### src/hw/rtl/gpc_pkg.sv
// gpc_pkg: shared types and constants for the gait phase clock
// action codes, register indexes, controller command and status structs
// no dependencies
package gpc_pkg;

	localparam int LEG_COUNT    = 6;
	localparam int ACTION_BITS  = 2;
	localparam int CFG_IDX_BITS = 3;

	// action selector carried on the input tuser
	typedef enum logic [ACTION_BITS-1:0] {
		ACT_SET     = 2'd0,
		ACT_ADVANCE = 2'd1,
		ACT_MIRROR  = 2'd2
	} action_t;

	// configuration register indexes
	localparam logic [CFG_IDX_BITS-1:0] REG_LEG0_OFFSET = 3'd0;
	localparam logic [CFG_IDX_BITS-1:0] REG_LEG5_OFFSET = 3'd5;

	// controller to datapath
	typedef struct packed {
		logic capture;     // latch the accepted input item
		logic div_start;   // launch the fractional divider
		logic master_upd;  // apply the action to the master phase
		logic emit;        // load the output register
	} gpc_cmd_t;

	// datapath to controller
	typedef struct packed {
		logic need_div;    // captured item is an advance with non-zero cycle length
		logic div_done;    // divider retires its last step this cycle
		logic out_free;    // output register empty or being drained
	} gpc_sts_t;

endpackage

### src/hw/rtl/gpc_div.sv
// gpc_div: iterative restoring divider, two quotient bits per cycle
// returns the low PHASE_BITS bits of floor(delta_time * 2^PHASE_BITS / cycle_length)
// depends on nothing outside this file
module gpc_div #(
	parameter int PHASE_BITS = 16,
	parameter int TIME_BITS  = 24
) (
	input  logic                  clk,
	input  logic                  arst_n,
	input  logic                  start,
	input  logic [TIME_BITS-1:0]  dividend,
	input  logic [TIME_BITS-1:0]  divisor,
	output logic                  done,
	output logic [PHASE_BITS-1:0] quotient
);

	localparam int DW   = ((TIME_BITS + PHASE_BITS + 1) / 2) * 2;
	localparam int ITER = DW / 2;
	localparam int CW   = $clog2(ITER + 1);

	logic                  busy_q;
	logic [CW-1:0]         cnt_q;
	logic [TIME_BITS:0]    rem_q;
	logic [DW-1:0]         dvd_q;
	logic [TIME_BITS-1:0]  dsr_q;
	logic [PHASE_BITS-1:0] quo_q;

	logic [TIME_BITS:0]    rem_n;
	logic [DW-1:0]         dvd_n;
	logic [PHASE_BITS-1:0] quo_n;

	assign done     = busy_q && (cnt_q == CW'(ITER - 1));
	assign quotient = quo_q;

	// two restoring steps on the running remainder
	always_comb begin
		logic [TIME_BITS:0] trial;
		rem_n = rem_q;
		dvd_n = dvd_q;
		quo_n = quo_q;
		for (int i = 0; i < 2; i++) begin
			trial = {rem_n[TIME_BITS-1:0], dvd_n[DW-1]};
			if (trial >= {1'b0, dsr_q}) begin
				rem_n = trial - {1'b0, dsr_q};
				quo_n = {quo_n[PHASE_BITS-2:0], 1'b1};
			end else begin
				rem_n = trial;
				quo_n = {quo_n[PHASE_BITS-2:0], 1'b0};
			end
			dvd_n = {dvd_n[DW-2:0], 1'b0};
		end
	end

	// step counter and busy flag
	always_ff @(posedge clk or negedge arst_n) begin
		if (!arst_n) begin
			busy_q <= 1'b0;
			cnt_q  <= '0;
		end else if (start) begin
			busy_q <= 1'b1;
			cnt_q  <= '0;
		end else if (busy_q) begin
			busy_q <= !done;
			cnt_q  <= cnt_q + CW'(1);
		end
	end

	// remainder, dividend shifter and quotient
	always_ff @(posedge clk) begin
		if (start) begin
			rem_q <= '0;
			dvd_q <= DW'({dividend, {PHASE_BITS{1'b0}}});
			dsr_q <= divisor;
			quo_q <= '0;
		end else if (busy_q) begin
			rem_q <= rem_n;
			dvd_q <= dvd_n;
			quo_q <= quo_n;
		end
	end

	a_no_restart: assert property (@(posedge clk) disable iff (!arst_n)
		start |-> !busy_q) else $error("divider restarted while busy");
	a_idle_after_done: assert property (@(posedge clk) disable iff (!arst_n)
		done |=> !busy_q) else $error("divider still busy after last step");
	a_count_range: assert property (@(posedge clk) disable iff (!arst_n)
		busy_q |-> (cnt_q < CW'(ITER))) else $error("divider step count overran");

endmodule

### src/hw/rtl/gpc_dpath.sv
// gpc_dpath: phase datapath with offset registers, master phase and output register
// uses gpc_pkg and gpc_div
// driven by gpc_ctrl through gpc_cmd_t, reports through gpc_sts_t
module gpc_dpath
	import gpc_pkg::*;
#(
	parameter int PHASE_BITS = 16,
	parameter int TIME_BITS  = 24,
	parameter int IN_DW      = 64,
	parameter int OUT_DW     = 112
) (
	input  logic                    clk,
	input  logic                    arst_n,
	input  gpc_cmd_t                cmd,
	output gpc_sts_t                sts,
	input  logic [IN_DW-1:0]        s_tdata,
	input  logic [ACTION_BITS-1:0]  s_tuser,
	output logic                    m_tvalid,
	input  logic                    m_tready,
	output logic [OUT_DW-1:0]       m_tdata,
	output logic [0:0]              m_tuser,
	input  logic                    cfg_valid,
	input  logic [CFG_IDX_BITS-1:0] cfg_index,
	input  logic [PHASE_BITS-1:0]   cfg_data
);

	localparam int FLAT_W = (LEG_COUNT + 1) * PHASE_BITS;

	action_t               act_q;
	logic [PHASE_BITS-1:0] arg_q;
	logic [TIME_BITS-1:0]  dt_q;
	logic [TIME_BITS-1:0]  cl_q;

	logic [PHASE_BITS-1:0] offset_q [LEG_COUNT];
	logic [PHASE_BITS-1:0] master_q;
	logic                  neg_q;

	logic                  out_valid_q;
	logic [PHASE_BITS-1:0] out_master_q;
	logic [PHASE_BITS-1:0] out_leg_q [LEG_COUNT];
	logic                  out_bad_q;

	logic                  div_done;
	logic [PHASE_BITS-1:0] div_quo;
	logic                  cl_zero;
	logic [FLAT_W-1:0]     out_flat;

	assign cl_zero = (cl_q == '0);

	gpc_div #(
		.PHASE_BITS(PHASE_BITS),
		.TIME_BITS (TIME_BITS)
	) u_div (
		.clk     (clk),
		.arst_n  (arst_n),
		.start   (cmd.div_start),
		.dividend(dt_q),
		.divisor (cl_q),
		.done    (div_done),
		.quotient(div_quo)
	);

	// status back to the controller
	always_comb begin
		sts.need_div = (act_q == ACT_ADVANCE) && !cl_zero;
		sts.div_done = div_done;
		sts.out_free = !out_valid_q || m_tready;
	end

	// input item capture
	always_ff @(posedge clk) begin
		if (cmd.capture) begin
			act_q <= action_t'(s_tuser);
			arg_q <= s_tdata[PHASE_BITS-1:0];
			dt_q  <= s_tdata[PHASE_BITS+TIME_BITS-1:PHASE_BITS];
			cl_q  <= s_tdata[PHASE_BITS+2*TIME_BITS-1:PHASE_BITS+TIME_BITS];
		end
	end

	// leg offset registers, out-of-range indexes ignored
	always_ff @(posedge clk or negedge arst_n) begin
		if (!arst_n) begin
			for (int i = 0; i < LEG_COUNT; i++) begin
				offset_q[i] <= '0;
			end
		end else if (cfg_valid && (cfg_index <= REG_LEG5_OFFSET)) begin
			offset_q[cfg_index - REG_LEG0_OFFSET] <= cfg_data;
		end
	end

	// master phase and mirror flag
	always_ff @(posedge clk or negedge arst_n) begin
		if (!arst_n) begin
			master_q <= '0;
			neg_q    <= 1'b0;
		end else if (cmd.master_upd) begin
			case (act_q)
				ACT_SET: begin
					master_q <= arg_q;
				end
				ACT_ADVANCE: begin
					if (!cl_zero) begin
						master_q <= master_q + div_quo;
					end
				end
				ACT_MIRROR: begin
					master_q <= arg_q - master_q;
					neg_q    <= !neg_q;
				end
				default: begin
				end
			endcase
		end
	end

	// output register valid
	always_ff @(posedge clk or negedge arst_n) begin
		if (!arst_n) begin
			out_valid_q <= 1'b0;
		end else if (cmd.emit) begin
			out_valid_q <= 1'b1;
		end else if (m_tready) begin
			out_valid_q <= 1'b0;
		end
	end

	// output payload: master and each leg with its effective offset
	always_ff @(posedge clk) begin
		if (cmd.emit) begin
			out_master_q <= master_q;
			out_bad_q    <= (act_q == ACT_ADVANCE) && cl_zero;
			for (int i = 0; i < LEG_COUNT; i++) begin
				out_leg_q[i] <= neg_q ? (master_q - offset_q[i]) : (master_q + offset_q[i]);
			end
		end
	end

	// pack master first, then legs 0 to 5
	always_comb begin
		out_flat[PHASE_BITS-1:0] = out_master_q;
		for (int i = 0; i < LEG_COUNT; i++) begin
			out_flat[(i+1)*PHASE_BITS +: PHASE_BITS] = out_leg_q[i];
		end
	end

	assign m_tvalid = out_valid_q;
	assign m_tdata  = OUT_DW'(out_flat);
	assign m_tuser  = out_bad_q;

	a_emit_sets_valid: assert property (@(posedge clk) disable iff (!arst_n)
		cmd.emit |=> m_tvalid) else $error("result not presented after emit");
	a_mirror_toggles: assert property (@(posedge clk) disable iff (!arst_n)
		(cmd.master_upd && (act_q == ACT_MIRROR)) |=> (neg_q != $past(neg_q)))
		else $error("mirror did not toggle offset sign");
	a_bad_keeps_master: assert property (@(posedge clk) disable iff (!arst_n)
		(cmd.master_upd && (act_q == ACT_ADVANCE) && cl_zero) |=> $stable(master_q))
		else $error("zero cycle length changed the master phase");

endmodule

### src/hw/rtl/gpc_ctrl.sv
// gpc_ctrl: item sequencer for the gait phase clock
// accepts one item, runs the divider when needed, updates master, emits result
// uses gpc_pkg
module gpc_ctrl
	import gpc_pkg::*;
(
	input  logic     clk,
	input  logic     arst_n,
	input  logic     s_tvalid,
	output logic     s_tready,
	input  gpc_sts_t sts,
	output gpc_cmd_t cmd
);

	typedef enum logic [2:0] {
		ST_IDLE,
		ST_LAUNCH,
		ST_DIV,
		ST_MASTER,
		ST_EMIT
	} state_t;

	state_t state_q;

	assign s_tready = (state_q == ST_IDLE);

	// commands decoded from state, input valid and status
	always_comb begin
		cmd.capture    = (state_q == ST_IDLE) && s_tvalid;
		cmd.div_start  = (state_q == ST_LAUNCH) && sts.need_div;
		cmd.master_upd = (state_q == ST_MASTER);
		cmd.emit       = (state_q == ST_EMIT) && sts.out_free;
	end

	// sequencer
	always_ff @(posedge clk or negedge arst_n) begin
		if (!arst_n) begin
			state_q <= ST_IDLE;
		end else begin
			case (state_q)
				ST_IDLE: begin
					if (s_tvalid) state_q <= ST_LAUNCH;
				end
				ST_LAUNCH: begin
					state_q <= sts.need_div ? ST_DIV : ST_MASTER;
				end
				ST_DIV: begin
					if (sts.div_done) state_q <= ST_MASTER;
				end
				ST_MASTER: begin
					state_q <= ST_EMIT;
				end
				ST_EMIT: begin
					if (sts.out_free) state_q <= ST_IDLE;
				end
				default: begin
					state_q <= ST_IDLE;
				end
			endcase
		end
	end

	a_emit_free: assert property (@(posedge clk) disable iff (!arst_n)
		cmd.emit |-> sts.out_free) else $error("emit into a full output register");
	a_done_in_div: assert property (@(posedge clk) disable iff (!arst_n)
		sts.div_done |-> (state_q == ST_DIV)) else $error("divider finished outside its state");
	a_one_item: assert property (@(posedge clk) disable iff (!arst_n)
		cmd.capture |=> !s_tready) else $error("second item accepted while busy");

endmodule

### src/hw/rtl/gait_phase_clock.sv
// gait_phase_clock: master gait phase with six offset leg phases
// advance: launch, divide, master, emit states; emit waits for the output register to free
//   the divider retires two quotient bits a cycle over TIME_BITS+PHASE_BITS bits, padded to even
// set, mirror, zero-cycle advance, unused action skip divide; next item only after emit
// output register holds one result while the next item is worked on
// async reset clears master phase, mirror flag, offsets and all control; no clearing pass
module gait_phase_clock
	import gpc_pkg::*;
#(
	parameter int PHASE_BITS = 16,
	parameter int TIME_BITS  = 24
) (
	input  logic                    clk,
	input  logic                    arst_n,
	input  logic                    s_tvalid,
	output logic                    s_tready,
	// phase_arg, delta_time, cycle_length
	input  logic [((PHASE_BITS+2*TIME_BITS+7)/8)*8-1:0] s_tdata,
	// action
	input  logic [ACTION_BITS-1:0]  s_tuser,
	output logic                    m_tvalid,
	input  logic                    m_tready,
	// master_phase, leg0_phase .. leg5_phase
	output logic [(((LEG_COUNT+1)*PHASE_BITS+7)/8)*8-1:0] m_tdata,
	// bad_cycle
	output logic [0:0]              m_tuser,
	input  logic                    cfg_valid,
	output logic                    cfg_ready,
	input  logic [CFG_IDX_BITS-1:0] cfg_index,
	input  logic [PHASE_BITS-1:0]   cfg_data
);

	localparam int IN_DW  = ((PHASE_BITS + 2*TIME_BITS + 7) / 8) * 8;
	localparam int OUT_DW = (((LEG_COUNT + 1) * PHASE_BITS + 7) / 8) * 8;

	gpc_cmd_t cmd;
	gpc_sts_t sts;

	// register writes always taken
	assign cfg_ready = 1'b1;

	gpc_ctrl u_ctrl (
		.clk     (clk),
		.arst_n  (arst_n),
		.s_tvalid(s_tvalid),
		.s_tready(s_tready),
		.sts     (sts),
		.cmd     (cmd)
	);

	gpc_dpath #(
		.PHASE_BITS(PHASE_BITS),
		.TIME_BITS (TIME_BITS),
		.IN_DW     (IN_DW),
		.OUT_DW    (OUT_DW)
	) u_dpath (
		.clk      (clk),
		.arst_n   (arst_n),
		.cmd      (cmd),
		.sts      (sts),
		.s_tdata  (s_tdata),
		.s_tuser  (s_tuser),
		.m_tvalid (m_tvalid),
		.m_tready (m_tready),
		.m_tdata  (m_tdata),
		.m_tuser  (m_tuser),
		.cfg_valid(cfg_valid && cfg_ready),
		.cfg_index(cfg_index),
		.cfg_data (cfg_data)
	);

endmodule
### config.mk
export PLATFORM = sky130hd
export DESIGN_NAME = gait_phase_clock
export DESIGN_NICKNAME = d
export VERILOG_FILES = /design/src/hw/rtl/gpc_pkg.sv /design/src/hw/rtl/gpc_div.sv /design/src/hw/rtl/gpc_dpath.sv /design/src/hw/rtl/gpc_ctrl.sv /design/src/hw/rtl/gait_phase_clock.sv
export SDC_FILE = /design/constraint.sdc
export NUM_CORES = 1
export LEC_CHECK = 0
export BUFFER_PORTS_ARGS = -buffer_cell sky130_fd_sc_hd__clkbuf_2
export CAP_MARGIN = 20
export CELL_PAD_IN_SITES_DETAIL_PLACEMENT = 0
export CELL_PAD_IN_SITES_GLOBAL_PLACEMENT = 1
export CORE_AREA = 2 2 224 226
export DETAILED_ROUTE_END_ITERATION = 10
export DIE_AREA = 0 0 226 228
export GPL_ROUTABILITY_DRIVEN = 0
export GPL_TIMING_DRIVEN = 0
export PLACE_DENSITY_LB_ADDON = 0.25
export SLEW_MARGIN = 30
export SYNTH_ARGS = -nofsm -noshare
export SYNTH_HDL_FRONTEND = slang
export SYNTH_SLANG_ARGS = --single-unit
### constraint.sdc
create_clock -name clk -period 6.8 [get_ports clk]
set_input_delay 0.34 -clock clk [delete_from_list [all_inputs] [get_ports clk]]
set_output_delay 0.34 -clock clk [all_outputs]
set_load 0.01 [all_outputs]
==> impl_metrics.py <==
metrics = {
    "clock_network": {
        "numCtsBuffers": 44,
        "max-clock-path-buffers": 3,
        "tritoncts": "done",
        "cts_resized": 0,
        "cts_sinks": 390,
        "clk_pin_slew_worst_paths_ns": 0.06,
        "clkLatencyLatePin_ns": 0.58,
        "cts_root_buf": "clkbuf_16",
        "postCtsSetupRepairBufs": 0,
        "htreeDepth": 2,
        "postCtsHoldBufs": 67,
    },
    "global_route": {
        "grt_pass1_wl_mm": 95.8,
        "globalRouteOverflowTotal": 0,
        "grt_usage_pct": 24.1,
        "grt_pass1_vias": 17400,
        "antenna_found_initial": 5,
        "grt_start_max_net_pins": 71,
    },
    "sta": {
        "fin_worst_skew_ns": 0.0197,
        "max-slew-margin-rel_pct": 35.1,
        "setup_viol": 0,
        "tightest_slew_ns": 0.974,
        "hold_ws_ns": 0.107,
        "finalHoldViolCount": 0,
        "grt_setup_unrepaired": "false",
        "timing.final.crit_share_pct": 90.8,
        "finalSetupTns_ns": 0,
        "finalCriticalPeriod_ns": 6.17,
        "fmax_mhz": 162,
        "drv_slew": 0,
        "setup_slack_ns": 0.629,
    },
    "power": {
        "power_switching_uw": 7380,
        "p_per_area_mw_per_mm2": 617,
        "p_int_uw": 9550,
        "p_seq_share_pct": 25.5,
        "peakVddDrop_mv": 0.342,
        "pwr-share-comb_pct": 60.3,
        "switching_share_pct": 43.6,
        "p_leak_uw": 0.0117,
        "power.share.clock_pct": 14.3,
    },
    "yosys": {
        "yosys-top-cells-area": "edfxtp_1 29%, dfrtp_1 13%, ha_1 9.6%",
        "synthesis.area_mm2": 0.0233,
        "synth_top_area_cell": "edfxtp_1",
        "netlist.area_leader.share_pct": 29.3,
        "yosysWarningCount": 0,
        "synth_edf_count": 227,
        "ys_types": 81,
        "ys.flop_type": "edfxtp_1",
        "syn_area_per_cell_um2": 10.6,
        "syn_nets": 2465,
        "ys_async_sr_fraction_pct": 31.5,
        "netlist_instances": 2187,
        "synth-seq-cells": 390,
        "seq_area_frac_synth_pct": 46.0,
    },
    "detailed_routing": {
        "first_pass_iters": 5,
        "viasPerCell": 5.52,
        "wl_per_cell_um": 19.3,
        "drc": 0,
        "num_vias": 17800,
        "ant_nets": 0,
        "routed_wl_mm": 62.2,
        "drtIter0Drc": 1207,
    },
    "run": {
        "cap_viol_max_count": 0,
    },
    "setup_path": {
        "crit_path_start_kind": "register",
        "crit_fanout": 10,
        "cp-end-kind": "register",
        "crit_type": "register to register",
        "crit_required_ns": 7.31,
        "cp.arrival_ns": 6.68,
    },
    "place": {
        "dpl_cell_area_mm2": 0.0253,
        "dp_slack_ns": 0.774,
        "port_buffers": 202,
        "dp_hpwl_mm": 45.2,
    },
    "die": {
        "die_y_um": 228,
        "ioPinCount": 206,
        "die_width_um": 226,
        "core_area_mm2": 0.0493,
        "rows": 82,
        "start_util_pct": 47.2,
        "dieArea_mm2": 0.0515,
    },
    "cells_and_area": {
        "fillers": 4332,
        "drive_gt1_share_pct": 16.5,
        "area_growth_pct": 17.9,
        "final_area_mm2": 0.0274,
        "layout.nets": 2785,
    },
    "outcome": {
        "outcome": "complete, no violations",
    },
    "hold_path": {
        "min_path_type": "input port to register",
    },
}
[placed cells by master (no fill, tap or decap), types with 10 or more instances in the layout]
cell and instances:
nand3_1 41, and3_1 15, ha_1 178, mux2i_1 39, dfrtp_1 122, mux2_2 96
edfxtp_1 227, xor2_1 60, nor3b_1 13, nor4_1 14, o21ai_0 88, inv_1 118
a211oi_1 16, clkbuf_16 45, dfxtp_1 40, nand2b_1 17, nand2_1 151, a21oi_1 171
nor3_1 43, dlygate4sd3_1 67, o21a_1 12, or3_1 10, a21o_1 60, nor2b_1 21
fa_1 10, clkbuf_1 45, nor2_1 187, xnor2_1 180, o21bai_1 27, clkbuf_2 202
buf_1 10, and2_1 10, a41oi_1 11
[worst paths after layout]
path | from | end | slack [ns] | depth (start not counted)
setup reg to reg | u_dpath.u_div.dsr_q[8]$_DFFE_PP_ | u_dpath.u_div.rem_q[0]$_SDFFE_PP0P_ | 0.63 | 22
hold reg to reg | u_dpath.cl_q[13]$_DFFE_PP_ | u_dpath.u_div.dsr_q[13]$_DFFE_PP_ | 0.45 | 0
max in group asynchronous | arst_n | u_dpath.master_q[1]$_DFFE_PN0P_ | 5.76 | 3
hold / removal | m_tready | u_dpath.m_tvalid$_DFFE_PN0P_ | 0.11 | 3
min in group asynchronous | arst_n | u_dpath.offset_q[50]$_DFFE_PN0P_ | 0.29 | 2
setup / recovery | u_dpath.u_div.dsr_q[8]$_DFFE_PP_ | u_dpath.u_div.rem_q[0]$_SDFFE_PP0P_ | 0.63 | 22
[area by class of cell]
class	count	area [um^2]	share of cell area, %
buffer	57	254	0.926
multi-input combinational	1621	11900	43.4
tap	672	841	3.07
inverter	119	447	1.63
clock buffer	53	1170	4.25
clock inverter	28	288	1.05
timing repair buffer	274	1830	6.67
sequential	390	10700	39.0
antenna	4	10.0	0.0365
[metal layers]
metal	global-route usage [%]	share of wire [%]
met1	33.9	46
met2	38.1	45
met5	0	0
met4	8.13	2.9
met3	3.66	5.3
[Yosys cell counts (7+ instances only)]
cell / number
nor3b_1: 13
dfrtp_1: 123
xnor2_1: 180
a21o_1: 60
nand2b_1: 17
nand2_1: 152
o31ai_1: 9
ha_1: 178
and3_1: 16
o21bai_1: 27
o21a_1: 12
a21oi_1: 171
mux2_2: 96
clkbuf_1: 39
nand4_1: 9
nor4_1: 14
mux2i_1: 39
xor2_1: 60
dfxtp_1: 40
a211oi_1: 16
nor2_1: 187
a31oi_1: 9
a31o_2: 9
nor3_1: 45
a41oi_1: 11
nand3_1: 41
a211o_1: 9
o41ai_1: 7
fa_1: 10
buf_1: 10
and2_1: 11
edfxtp_1: 227
or3_1: 10
nor2b_1: 21
o21ai_0: 88
inv_1: 118
or2_2: 7
[power by group through the flow]
stage | combinational [uW] | clock [uW] | sequential, uW
4_1_cts | 10200 | 2460 | 4310
3_3_place_gp | 9830 | 0 | 4360
6_report | 10200 | 2420 | 4310
3_5_place_dp | 10000 | 0 | 4350
5_1_grt | 11300 | 2550 | 4380
2_1_floorplan | 7740 | 0 | 4140
[cells by family (layout without fill, tap and decap cells)]
group	after synthesis	after routing	synth area share, %
buffers and inverters	176	531	3.01
AND/OR/NAND/NOR	566	566	11.4
adder cells (fa/ha/maj)	188	188	10.4
XOR/XNOR	241	241	9.10
other	1	5	0.0161
flip-flops	390	390	46.0
multiplexers	135	135	6.32
AO/OA/AOI/OAI	490	490	13.7
[flip-flops by register name (all words and copies together), names as in the netlist, 24 cells and up]
| name | cells |
|---|---|
| u_dpath.out_leg_q | 96 |
| u_dpath.u_div.dsr_q | 24 |
| u_dpath.u_div.rem_q | 24 |
| u_dpath.u_div.dvd_q | 24 |
| u_dpath.offset_q | 96 |
| u_dpath.dt_q | 24 |
| u_dpath.cl_q | 24 |
[through the flow]
step / std cells / total power (uW) / utilization (%)
global placement: 3061 / 14200 / 50.9
finish: 3218 / 16900 / 55.6
detailed placement: 3066 / 14400 / 51.2
CTS: 3214 / 16900 / 55.5
global route: 3217 / 18200 / 55.6
floorplan: 2187 / 11900 / -
[worst max-delay path: stages (launching register included)]
cell and delay, ns:
edfxtp_1 0.36, inv_1 0.14, ha_1 0.30, a21oi_1 0.39, and3_1 0.23, nand3_1 0.21, a31oi_4 0.34, nand4_1 0.20
and2_1 0.19, buf_2 0.17, buf_2 0.24, a21oi_1 0.36, ha_1 0.31, nor2b_1 0.15, o21bai_1 0.24, a31oi_2 0.21
a211o_1 0.41, a21oi_4 0.27, o211ai_2 0.15, a221o_1 0.38, a21oi_4 0.33, mux2_2 0.38, a21oi_1 0.13
(Power assumes the default switching activity.)
